$ cat config.mk
export PLATFORM = sky130hd
export DESIGN_NAME = suback_packet_framer
export DESIGN_NICKNAME = d
export VERILOG_FILES = /design/src/hw/rtl/sbf_pkg.sv /design/src/hw/rtl/sbf_front.sv /design/src/hw/rtl/sbf_queue.sv /design/src/hw/rtl/sbf_back.sv /design/src/hw/rtl/suback_packet_framer.sv
export SDC_FILE = /design/constraint.sdc
export NUM_CORES = 1
export LEC_CHECK = 0
export BUFFER_PORTS_ARGS = -buffer_cell sky130_fd_sc_hd__buf_2
export CAP_MARGIN = 10
export CORE_MARGIN = 3
export CORE_UTILIZATION = 66
export CTS_CLUSTER_SIZE = 16
export DETAILED_ROUTE_END_ITERATION = 8
export PLACE_DENSITY = 0.91
export SLEW_MARGIN = 20
export SYNTH_ARGS = -nofsm -noshare
export SYNTH_HDL_FRONTEND = slang
export SYNTH_SLANG_ARGS = --single-unit
$ cat constraint.sdc
create_clock -name i_clk -period 9.1 [get_ports i_clk]
set_input_delay 0.91 -clock i_clk [delete_from_list [all_inputs] [get_ports i_clk]]
set_output_delay 0.91 -clock i_clk [all_outputs]
set_load 0.1 [all_outputs]
$ cat src/hw/rtl/sbf_pkg.sv
package sbf_pkg;

    localparam logic [7:0]  FIXED_HDR  = 8'h90;
    localparam logic [7:0]  NO_PROPS   = 8'h00;
    localparam logic [27:0] MAX_TOPICS = 28'd268435452;
    localparam int          QDEPTH     = 4;
    localparam int          QPTR_W     = $clog2(QDEPTH);

    typedef struct packed {
        logic [7:0]  code;
        logic        first;
        logic [15:0] pid;
        logic [27:0] rem;
        logic [1:0]  len_last;
        logic        pkt_end;
    } t_entry;

    typedef enum logic [5:0] {
        ST_HDR  = 6'b000001,
        ST_LEN  = 6'b000010,
        ST_PIDH = 6'b000100,
        ST_PIDL = 6'b001000,
        ST_PROP = 6'b010000,
        ST_CODE = 6'b100000
    } t_state;

endpackage

$ cat src/hw/rtl/sbf_front.sv
module sbf_front
    import sbf_pkg::*;
(
    input  logic        i_clk,
    input  logic        i_rst_n,
    input  logic        i_push,
    input  logic [7:0]  i_reason_code,
    input  logic [15:0] i_packet_id,
    input  logic [27:0] i_topic_count,
    output t_entry      o_entry
);

    logic        r_in_packet;
    logic [27:0] r_codes_left;
    logic        n_in_packet;
    logic [27:0] n_codes_left;
    logic [27:0] cnt;
    logic [27:0] rem;
    logic [1:0]  len_last;
    logic [27:0] left_now;

    always_comb begin
        cnt = i_topic_count;
        if (cnt == 28'd0) begin
            cnt = 28'd1;
        end
        if (cnt > MAX_TOPICS) begin
            cnt = MAX_TOPICS;
        end
        rem = cnt + 28'd3;
        if (rem[27:21] != 7'd0) begin
            len_last = 2'd3;
        end else if (rem[20:14] != 7'd0) begin
            len_last = 2'd2;
        end else if (rem[13:7] != 7'd0) begin
            len_last = 2'd1;
        end else begin
            len_last = 2'd0;
        end
        left_now     = r_in_packet ? r_codes_left : cnt;
        n_codes_left = left_now - 28'd1;
        n_in_packet  = (n_codes_left != 28'd0);

        o_entry.code     = i_reason_code;
        o_entry.first    = !r_in_packet;
        o_entry.pid      = i_packet_id;
        o_entry.rem      = rem;
        o_entry.len_last = len_last;
        o_entry.pkt_end  = (n_codes_left == 28'd0);
    end

    always_ff @(posedge i_clk) begin
        if (!i_rst_n) begin
            r_in_packet  <= 1'b0;
            r_codes_left <= 28'd0;
        end else if (i_push) begin
            r_in_packet  <= n_in_packet;
            r_codes_left <= n_codes_left;
        end
    end

endmodule

$ cat src/hw/rtl/sbf_queue.sv
module sbf_queue
    import sbf_pkg::*;
(
    input  logic   i_clk,
    input  logic   i_rst_n,
    input  logic   i_push,
    input  t_entry i_entry,
    output logic   o_full,
    input  logic   i_pop,
    output logic   o_valid,
    output t_entry o_entry
);

    t_entry            r_mem [QDEPTH];
    logic [QPTR_W-1:0] r_wr_ptr;
    logic [QPTR_W-1:0] r_rd_ptr;
    logic [QPTR_W:0]   r_count;

    assign o_full  = (r_count == (QPTR_W+1)'(QDEPTH));
    assign o_valid = (r_count != '0);
    assign o_entry = r_mem[r_rd_ptr];

    always_ff @(posedge i_clk) begin
        if (i_push) begin
            r_mem[r_wr_ptr] <= i_entry;
        end
    end

    always_ff @(posedge i_clk) begin
        if (!i_rst_n) begin
            r_wr_ptr <= '0;
            r_rd_ptr <= '0;
            r_count  <= '0;
        end else begin
            if (i_push) begin
                r_wr_ptr <= r_wr_ptr + 1'b1;
            end
            if (i_pop) begin
                r_rd_ptr <= r_rd_ptr + 1'b1;
            end
            if (i_push && !i_pop) begin
                r_count <= r_count + 1'b1;
            end else if (!i_push && i_pop) begin
                r_count <= r_count - 1'b1;
            end
        end
    end

endmodule

$ cat src/hw/rtl/sbf_back.sv
module sbf_back
    import sbf_pkg::*;
(
    input  logic       i_clk,
    input  logic       i_rst_n,
    input  logic       i_q_valid,
    input  t_entry     i_entry,
    output logic       o_pop,
    output logic       o_out_valid,
    input  logic       i_out_stall,
    output logic [7:0] o_out_byte,
    output logic       o_run_last,
    output logic       o_packet_end
);

    t_state     r_state;
    t_state     n_state;
    logic [1:0] r_len_idx;
    logic [1:0] n_len_idx;
    logic       r_out_valid;
    logic [7:0] r_out_byte;
    logic       r_run_last;
    logic       r_packet_end;
    logic [7:0] n_byte;
    logic       n_last;
    logic       advance;
    logic       emit;
    logic [6:0] group;

    assign advance = !r_out_valid || !i_out_stall;
    assign emit    = advance && i_q_valid;

    always_comb begin
        case (r_len_idx)
            2'd0:    group = i_entry.rem[6:0];
            2'd1:    group = i_entry.rem[13:7];
            2'd2:    group = i_entry.rem[20:14];
            default: group = i_entry.rem[27:21];
        endcase
    end

    always_comb begin
        n_state   = r_state;
        n_len_idx = r_len_idx;
        n_byte    = i_entry.code;
        n_last    = 1'b0;
        o_pop     = 1'b0;
        unique case (r_state)
            ST_HDR: begin
                if (i_entry.first) begin
                    n_byte    = FIXED_HDR;
                    n_state   = ST_LEN;
                    n_len_idx = 2'd0;
                end else begin
                    n_last = 1'b1;
                    o_pop  = emit;
                end
            end
            ST_LEN: begin
                n_byte = {(r_len_idx != i_entry.len_last), group};
                if (r_len_idx == i_entry.len_last) begin
                    n_state = ST_PIDH;
                end else begin
                    n_len_idx = r_len_idx + 2'd1;
                end
            end
            ST_PIDH: begin
                n_byte  = i_entry.pid[15:8];
                n_state = ST_PIDL;
            end
            ST_PIDL: begin
                n_byte  = i_entry.pid[7:0];
                n_state = ST_PROP;
            end
            ST_PROP: begin
                n_byte  = NO_PROPS;
                n_state = ST_CODE;
            end
            ST_CODE: begin
                n_last  = 1'b1;
                o_pop   = emit;
                n_state = ST_HDR;
            end
            default: begin
                n_state = ST_HDR;
            end
        endcase
    end

    always_ff @(posedge i_clk) begin
        if (!i_rst_n) begin
            r_state     <= ST_HDR;
            r_len_idx   <= 2'd0;
            r_out_valid <= 1'b0;
        end else if (advance) begin
            r_out_valid <= i_q_valid;
            if (i_q_valid) begin
                r_state   <= n_state;
                r_len_idx <= n_len_idx;
            end
        end
    end

    always_ff @(posedge i_clk) begin
        if (emit) begin
            r_out_byte   <= n_byte;
            r_run_last   <= n_last;
            r_packet_end <= n_last && i_entry.pkt_end;
        end
    end

    assign o_out_valid  = r_out_valid;
    assign o_out_byte   = r_out_byte;
    assign o_run_last   = r_run_last;
    assign o_packet_end = r_packet_end;

endmodule

$ cat src/hw/rtl/suback_packet_framer.sv
// suback framer: reason codes in, suback packet bytes out
// input channel: i_in_valid / o_in_stall carries a reason code; the first item
//   of a packet also carries packet id and topic count, ignored on later items
// output channel: o_out_valid / i_out_stall carries one packet byte per item,
//   with run_last on the last byte of an input item and packet_end on the
//   final byte of the packet
// a first item expands into 6 to 9 bytes (header, 1-4 length bytes, id,
//   properties length, code); a later item gives its code byte only
// an accepted item is written into the queue, then into the sequencer's output register
// throughput: one output byte per unstalled cycle, set by the byte sequencer;
//   later items go one per cycle, a first item holds it for all of its bytes
// a 4-entry queue between the classifier and the sequencer; o_in_stall is
//   high only while that queue is full
// a stalled output holds its byte; the sequencer and then the queue back up
// reset (synchronous, active low) empties the queue and the output register
//   and closes any open packet
module suback_packet_framer
    import sbf_pkg::*;
(
    input  logic        i_clk,
    input  logic        i_rst_n,
    input  logic        i_in_valid,
    output logic        o_in_stall,
    input  logic [7:0]  i_reason_code,
    input  logic [15:0] i_packet_id,
    input  logic [27:0] i_topic_count,
    output logic        o_out_valid,
    input  logic        i_out_stall,
    output logic [7:0]  o_out_byte,
    output logic        o_run_last,
    output logic        o_packet_end
);

    t_entry front_entry;
    t_entry head_entry;
    logic   push;
    logic   pop;
    logic   q_full;
    logic   q_valid;

    assign o_in_stall = q_full;
    assign push       = i_in_valid && !q_full;

    sbf_front u_front (
        .i_clk         (i_clk),
        .i_rst_n       (i_rst_n),
        .i_push        (push),
        .i_reason_code (i_reason_code),
        .i_packet_id   (i_packet_id),
        .i_topic_count (i_topic_count),
        .o_entry       (front_entry)
    );

    sbf_queue u_queue (
        .i_clk   (i_clk),
        .i_rst_n (i_rst_n),
        .i_push  (push),
        .i_entry (front_entry),
        .o_full  (q_full),
        .i_pop   (pop),
        .o_valid (q_valid),
        .o_entry (head_entry)
    );

    sbf_back u_back (
        .i_clk        (i_clk),
        .i_rst_n      (i_rst_n),
        .i_q_valid    (q_valid),
        .i_entry      (head_entry),
        .o_pop        (pop),
        .o_out_valid  (o_out_valid),
        .i_out_stall  (i_out_stall),
        .o_out_byte   (o_out_byte),
        .o_run_last   (o_run_last),
        .o_packet_end (o_packet_end)
    );

endmodule

==> flow_summary_export.csv, run 1 <==
group,metric,value,unit
run_status,status,"finished, final reports clean",
synth,synth.net_count,1089,
global_routing,antenna_found_initial,0,
clocking,clock_latency,0.55,ns
global_routing,grt_max_degree,57,
global_routing,grt_pass1_wl,53.34,mm
detailed_routing,first_iter_violations,1105,
setup_path,crit_path_end_kind,"register",
timing,period_minus_slack,4.448,ns
setup_path,crit_chain,"buf_2 -> nand3_1 -> nor4_1 -> nand3_1 -> nand2_1 -> nor2_1 -> a21oi_1 -> ha_1 -> nor2b_1 -> nand4b_1 -> a211oi_2 -> o2111ai_2 -> nor3_1 -> o2111ai_1 -> nor4_2 -> and3_1",
detailed_routing,antenna_left,0,
power_and_ir_drop,power_per_cell_area,271.0,nW/um^2
floorplanning,core,19650,um^2
clocking,clk_pin_slew,0.06,ns
global_routing,grt_pass1_vias,8839,
synth,synth.most_common_cell,"edfxtp_1",
setup_path,critPathLaunchType,"input port",
clocking,cts-root-buf,"clkbuf_16",
layout,fin_area,14740,um^2
clocking,post_cts_resized,0,
timing,relSlewSlack,0.3534,
synth,synth-async-reset-ratio,0,
timing,fmax,0.2248,GHz
power_and_ir_drop,peakVddDrop,0.2017,mV
clocking,cts_tree,"done",
timing,worst_pin_slew,0.9664,ns
setup_path,critPathArrivalTime,4.84,ns
detailed_routing,wl,34.86,mm
synth,ys_seq_area_frac,0.5976,
setup_path,path_common_cell,"nand3_1",
synth,yosys_warnings,0,
detailed_routing,vias_per_cell,6.843,
layout,antennaDiodeCount,0,
synth,synth.area.top_cells,"edfxtp_1, mux4_2, dfxtp_1, a21oi_1, nor2_1",
synth,synth_cell_types,70,
clocking,cts.path.max_buffers,3,
floorplanning,die-width,148.1,um
synth,yosysTopAreaCell,"edfxtp_1",
timing,skew,0.01600,ns
global_routing,grt_util_all_layers,0.3193,
timing,tns,0,ns
floorplanning,start_util,0.6784,
timing,slew_violations,0,
timing,rsz0062_at_grt,"no",
setup_path,crit_required,9.50,ns
place,placed_area,13810,um^2
floorplanning,die-area,21940,um^2
layout,regArea,7974,um^2
clocking,hold_buffers,0,
synth,syn_area_per_cell,13.07,um^2
place,place_congestion,0.9867,
clocking,cts_sinks,281,
detailed_routing,num_vias,9258,
layout,nets,1136,
timing,timing.final.crit_share,0.4888,
setup_path,path_class,"in -> reg",
synth,ys.flop_type,"edfxtp_1",
layout,multiInputGateArea,4960,um^2
clocking,numCtsBuffers,27,
detailed_routing,routedWlPerCell,25.77,um
synth,syn_area,13330,um^2
clocking,cts_setup_buffers,0,
job,maxCapViolations,0,
floorplanning,rows,51,
hold_path,hp-class,"reg -> reg",
setup_path,crit_path_top_delay_cell,"a211oi_2",
synth,ys_top_cells_by_count,"edfxtp_1, nor2_1, a21oi_1, nand2_1, mux4_2",
layout,syn2layout_area_growth,10.58,%
timing,setup_viol,0,
synth,ys_ff_latch,281,
global_routing,grt-ovfl-total,0,
synth,synthCells,1020,
floorplanning,ios,68,
clocking,cts_max_level,1,
place,numPortBuffers,67,
power_and_ir_drop,p_leak,4.951,nW
setup_path,slowest_delay,0.49,ns
place,hpwl,21.42,mm
detailed_routing,first_pass_iters,6,
layout,drive_gt1_frac,0.1930,
synth,synth_top_cell_area_share,0.5270,
detailed_routing,drcViolationCount,0,
setup_path,critPathMaxFanout,15,
floorplanning,die_h,148.1,um
timing,hold_viol_final,0,
synth,synth_edf_count,234,
layout,n_fill_cell,1221,
[per-layer routing]
metal  vias to the layer above  track usage  share of wire
met2                       651       0.5579           0.51
li1                       3975            -              -
met3                       103      0.03595          0.088
met5                         -            0              0
met4                         0      0.09238          0.036
met1                      4529       0.4311           0.36
[where the power goes]
group          internal (mW)  switching (mW)
combinational          0.392           0.722
clock                  0.663           0.501
sequential              1.59           0.125
[logic make-up after synthesis]
group,count (synthesis),synth area share
simple gates,325,0.1269
flops,281,0.5976
compound gates,167,0.07996
buf+inv,95,0.03078
mux,82,0.1146
xor+xnor,57,0.03744
fa+ha+maj,13,0.01276
[layout make-up]
type	count	share of cell area
inverters	35	0.008911
multi-input cells	644	0.3364
repair buffers	78	0.02835
flip-flops and latches	281	0.5409
clock buffers	33	0.04939
clock inverters	17	0.01358
well taps	265	0.02249
[final timing paths]
check	start	end	slack, ns	depth (start not counted)
max	i_topic_count[8]	u_queue.r_mem[0][0]	4.65	16
min	u_back.o_out_valid	u_back.o_out_valid	0.49	2
max reg2reg	u_front.r_in_packet	u_queue.r_mem[0][0]	4.73	9
min reg2reg	u_back.o_out_valid	u_back.o_out_valid	0.49	2
[layout by cell type (no fill, tap or decap), drive strengths merged, types with 10 or more instances in the layout]
cell type,instances
a31oi,10
nor2,81
nor2b,12
xor2,24
a211oi,10
edfxtp,234
a21oi,72
buf,78
mux2i,21
and2,10
or3,18
nand2,69
nand3,26
inv,35
ha,12
dfxtp,47
mux4,56
nand4,13
xnor2,33
nor4,16
clkbuf,33
nor3,37
o21ai,24
[sequential cells by signal, indices dropped and copies added (netlist names), named ones only]
| signal | cells |
|---|---|
| u_queue.r_mem | 224 |
| u_front.r_codes_left | 28 |
| u_back.o_out_byte | 8 |
| u_back.r_state | 6 |
| u_queue.r_count | 3 |
| u_back.r_len_idx | 2 |
| u_queue.r_rd_ptr | 2 |
| u_queue.r_wr_ptr | 2 |
| u_back.o_out_valid | 1 |
| u_back.o_packet_end | 1 |
| u_back.o_run_last | 1 |
| u_front.r_in_packet | 1 |
[metrics by stage]
step | setup slack [ns] | hold WS (ns) | total power [mW] | utilization | cells
2_1_floorplan | 4.380 | 0.4402 | 2.540 | - | 1020
3_3_place_gp | 4.264 | 0.4530 | 2.751 | 0.7029 | 1303
3_5_place_dp | 4.152 | 0.4809 | 2.810 | 0.7029 | 1303
4_1_cts | 4.695 | 0.4895 | 3.996 | 0.7501 | 1353
5_1_grt | 4.263 | 0.5069 | 4.127 | 0.7501 | 1353
6_report | 4.652 | 0.4877 | 3.996 | 0.7501 | 1353
[worst max-delay path, delay by kind of cell]
| kind | cells | cell delay (ns) |
|---|---|---|
| compound gates | 4 | 1.14 |
| fa+ha+maj | 1 | 0.34 |
| buf+inv | 1 | 0.29 |
| simple gates | 10 | 2.14 |
No activity file was read; power rests on OpenSTA's default activity.
==> run 2, diff against run 1 <==
Settings changed: CORE_UTILIZATION 66 to 61, PLACE_DENSITY 0.91 to 0.85.
Clock period 9.1 ns to 4.6 ns, I/O delays scaled along.
==> run 2 against run 1 <==
Compared with the run above: core utilization shrank 4.9 points; clock-buffer cell count grew 5; sequential share of layout area shrank 0.53 points; worst setup slack lost 3.9 ns.
==> flow_summary_export.csv, run 2 (synthesis gave the netlist of run 1 again) <==
group,metric,value,unit
run_status,status,"finished, final reports clean",
detailed_routing,drcViolationCount,0,
power_and_ir_drop,p_leak,5.040,nW
timing,timing.final.crit_share,0.8358,
detailed_routing,num_vias,9057,
detailed_routing,first_iter_violations,869,
layout,layout_common_cells,"edfxtp_1, nor2_1, a21oi_1",
timing,setup_viol,0,
layout,largest_register,"u_queue.r_mem",
layout,antennaDiodeCount,0,
detailed_routing,wl,33.23,mm
place,numPortBuffers,67,
clocking,clock_latency,0.57,ns
detailed_routing,first_pass_iters,6,
layout,layout_commonest_cell,"edfxtp_1",
floorplanning,core,21220,um^2
floorplanning,die-width,153.8,um
timing,relSlewSlack,0.3824,
global_routing,use_met3,0.04137,
timing,period_minus_slack,3.845,ns
setup_path,critPathMaxFanout,11,
clocking,clk_pin_slew,0.06,ns
timing,fmax,0.2601,GHz
clocking,cts.path.max_buffers,3,
timing,skew,0.03100,ns
clocking,cts_max_level,1,
setup_path,critPathArrivalTime,4.25,ns
clocking,post_cts_resized,0,
clocking,cts_tree,"done",
clocking,numCtsBuffers,28,
setup_path,critPathLaunch,"i_topic_count[9]",
setup_path,critPathLaunchType,"input port",
global_routing,antenna_found_initial,0,
timing,hold_viol_final,0,
place,hpwl,21.60,mm
clocking,cts_setup_buffers,0,
layout,drive_gt1_frac,0.2011,
setup_path,timing.rr.start,"u_front.r_in_packet",
global_routing,grt_use_met2,0.4740,
floorplanning,die-area,23670,um^2
floorplanning,ios,68,
timing,rsz0062_at_grt,"no",
clocking,cts-root-buf,"clkbuf_16",
global_routing,busiest_layer,"met2",
setup_path,critPathCapture,"u_queue.r_mem[0][0]",
layout,regArea,7974,um^2
timing,slew_violations,0,
timing,holdWs,0.1081,ns
place,place_congestion,0.9736,
global_routing,use_met1,0.3738,
place,pre_cts_ws,0.2755,ns
clocking,hold_buffers,0,
timing,worst_pin_slew,0.9229,ns
floorplanning,start_util,0.6283,
global_routing,grt_pass1_wl,51.19,mm
layout,fin_area,14890,um^2
timing,tns,0,ns
power_and_ir_drop,power_per_cell_area,528.5,nW/um^2
setup_path,crit_path_end_kind,"register",
global_routing,grt_util_all_layers,0.2790,
power_and_ir_drop,total_power,7.868,mW
setup_path,crit_required,5.00,ns
setup_path,path_class,"in -> reg",
detailed_routing,routedWlPerCell,24.10,um
detailed_routing,antenna_left,0,
setup_path,rrSetupSlack,1.25,ns
hold_path,hp-class,"in -> reg",
layout,largest_reg_flops,224,
layout,n_fill_cell,1429,
layout,syn2layout_area_growth,11.66,%
global_routing,grt_max_degree,56,
place,placed_area,13940,um^2
power_and_ir_drop,peakVddDrop,0.4257,mV
floorplanning,die_h,153.8,um
clocking,cts_sinks,281,
global_routing,grt_pass1_vias,8977,
job,maxCapViolations,0,
global_routing,grt-ovfl-total,0,
setup_path,reg2regPathDepth,11,
layout,multiInputGateArea,4965,um^2
timing,worst_slack,0.7552,ns
layout,nets,1151,
setup_path,worstReg2RegEnd,"u_queue.r_mem[0][0]",
detailed_routing,vias_per_cell,6.568,
floorplanning,rows,53,
-- run 2: cell count changes in the layout (fill, tap and decap cells not counted), moves of 2 or more --
cell        before  now
clkbuf_1         3    8
clkinv_4         1    3
buf_4           11   25
clkinvlp_4       5    1
-- run 2: routing by layer --
layer  vias up  wire length (um)
li1       4006                 -
met1      4432             12770
met2       514             16420
met3       105              2821
met4         0              1216
met5         -                 0
-- run 2: worst min-delay path by stage --
stage | cells after the start | start | end
final | 1 | i_packet_id[14] | u_queue.r_mem[0][45]
after detailed placement | 2 | u_front.r_codes_left[18] | u_front.r_codes_left[18]
after CTS | 1 | i_reason_code[0] | u_queue.r_mem[2][48]
after global routing | 1 | i_reason_code[1] | u_queue.r_mem[0][49]
after floorplan | 2 | u_front.r_codes_left[18] | u_front.r_codes_left[18]
after global placement | 2 | u_back.o_out_valid | u_back.o_out_valid
-- run 2: where the power goes --
group | leakage [nW] | internal [mW] | switching, mW
Combinational | 2.05 | 0.790 | 1.47
Sequential | 2.53 | 3.15 | 0.164
Clock | 0.457 | 1.34 | 0.954
Total | 5.04 | 5.28 | 2.59
-- run 2: final cells by class --
cell class / instances / area share
inverter: 35 / 0.008824
clock inverter: 14 / 0.01294
tap: 275 / 0.02311
sequential: 281 / 0.5356
clock buffer: 38 / 0.05093
multi-input combinational: 644 / 0.3335
timing repair buffer: 92 / 0.03513
-- run 2: metrics by stage --
step           utilization  cells
2_1_floorplan            -   1020
3_3_place_gp        0.6568   1327
3_5_place_dp        0.6568   1327
4_1_cts             0.7016   1379
5_1_grt             0.7016   1379
6_report            0.7016   1379
-- run 2: worst max-delay path, stage by stage --
cell and delay, ns:
buf_2 0.23, nand3_1 0.20, nor4_1 0.32, nand3_1 0.23, nand2_1 0.25, o21a_1 0.19
ha_1 0.24, nor2b_1 0.16, nand4b_1 0.24, a211oi_2 0.45, o2111ai_2 0.29, nor3_1 0.32
o2111ai_1 0.16, nor4_2 0.22, and3_1 0.28
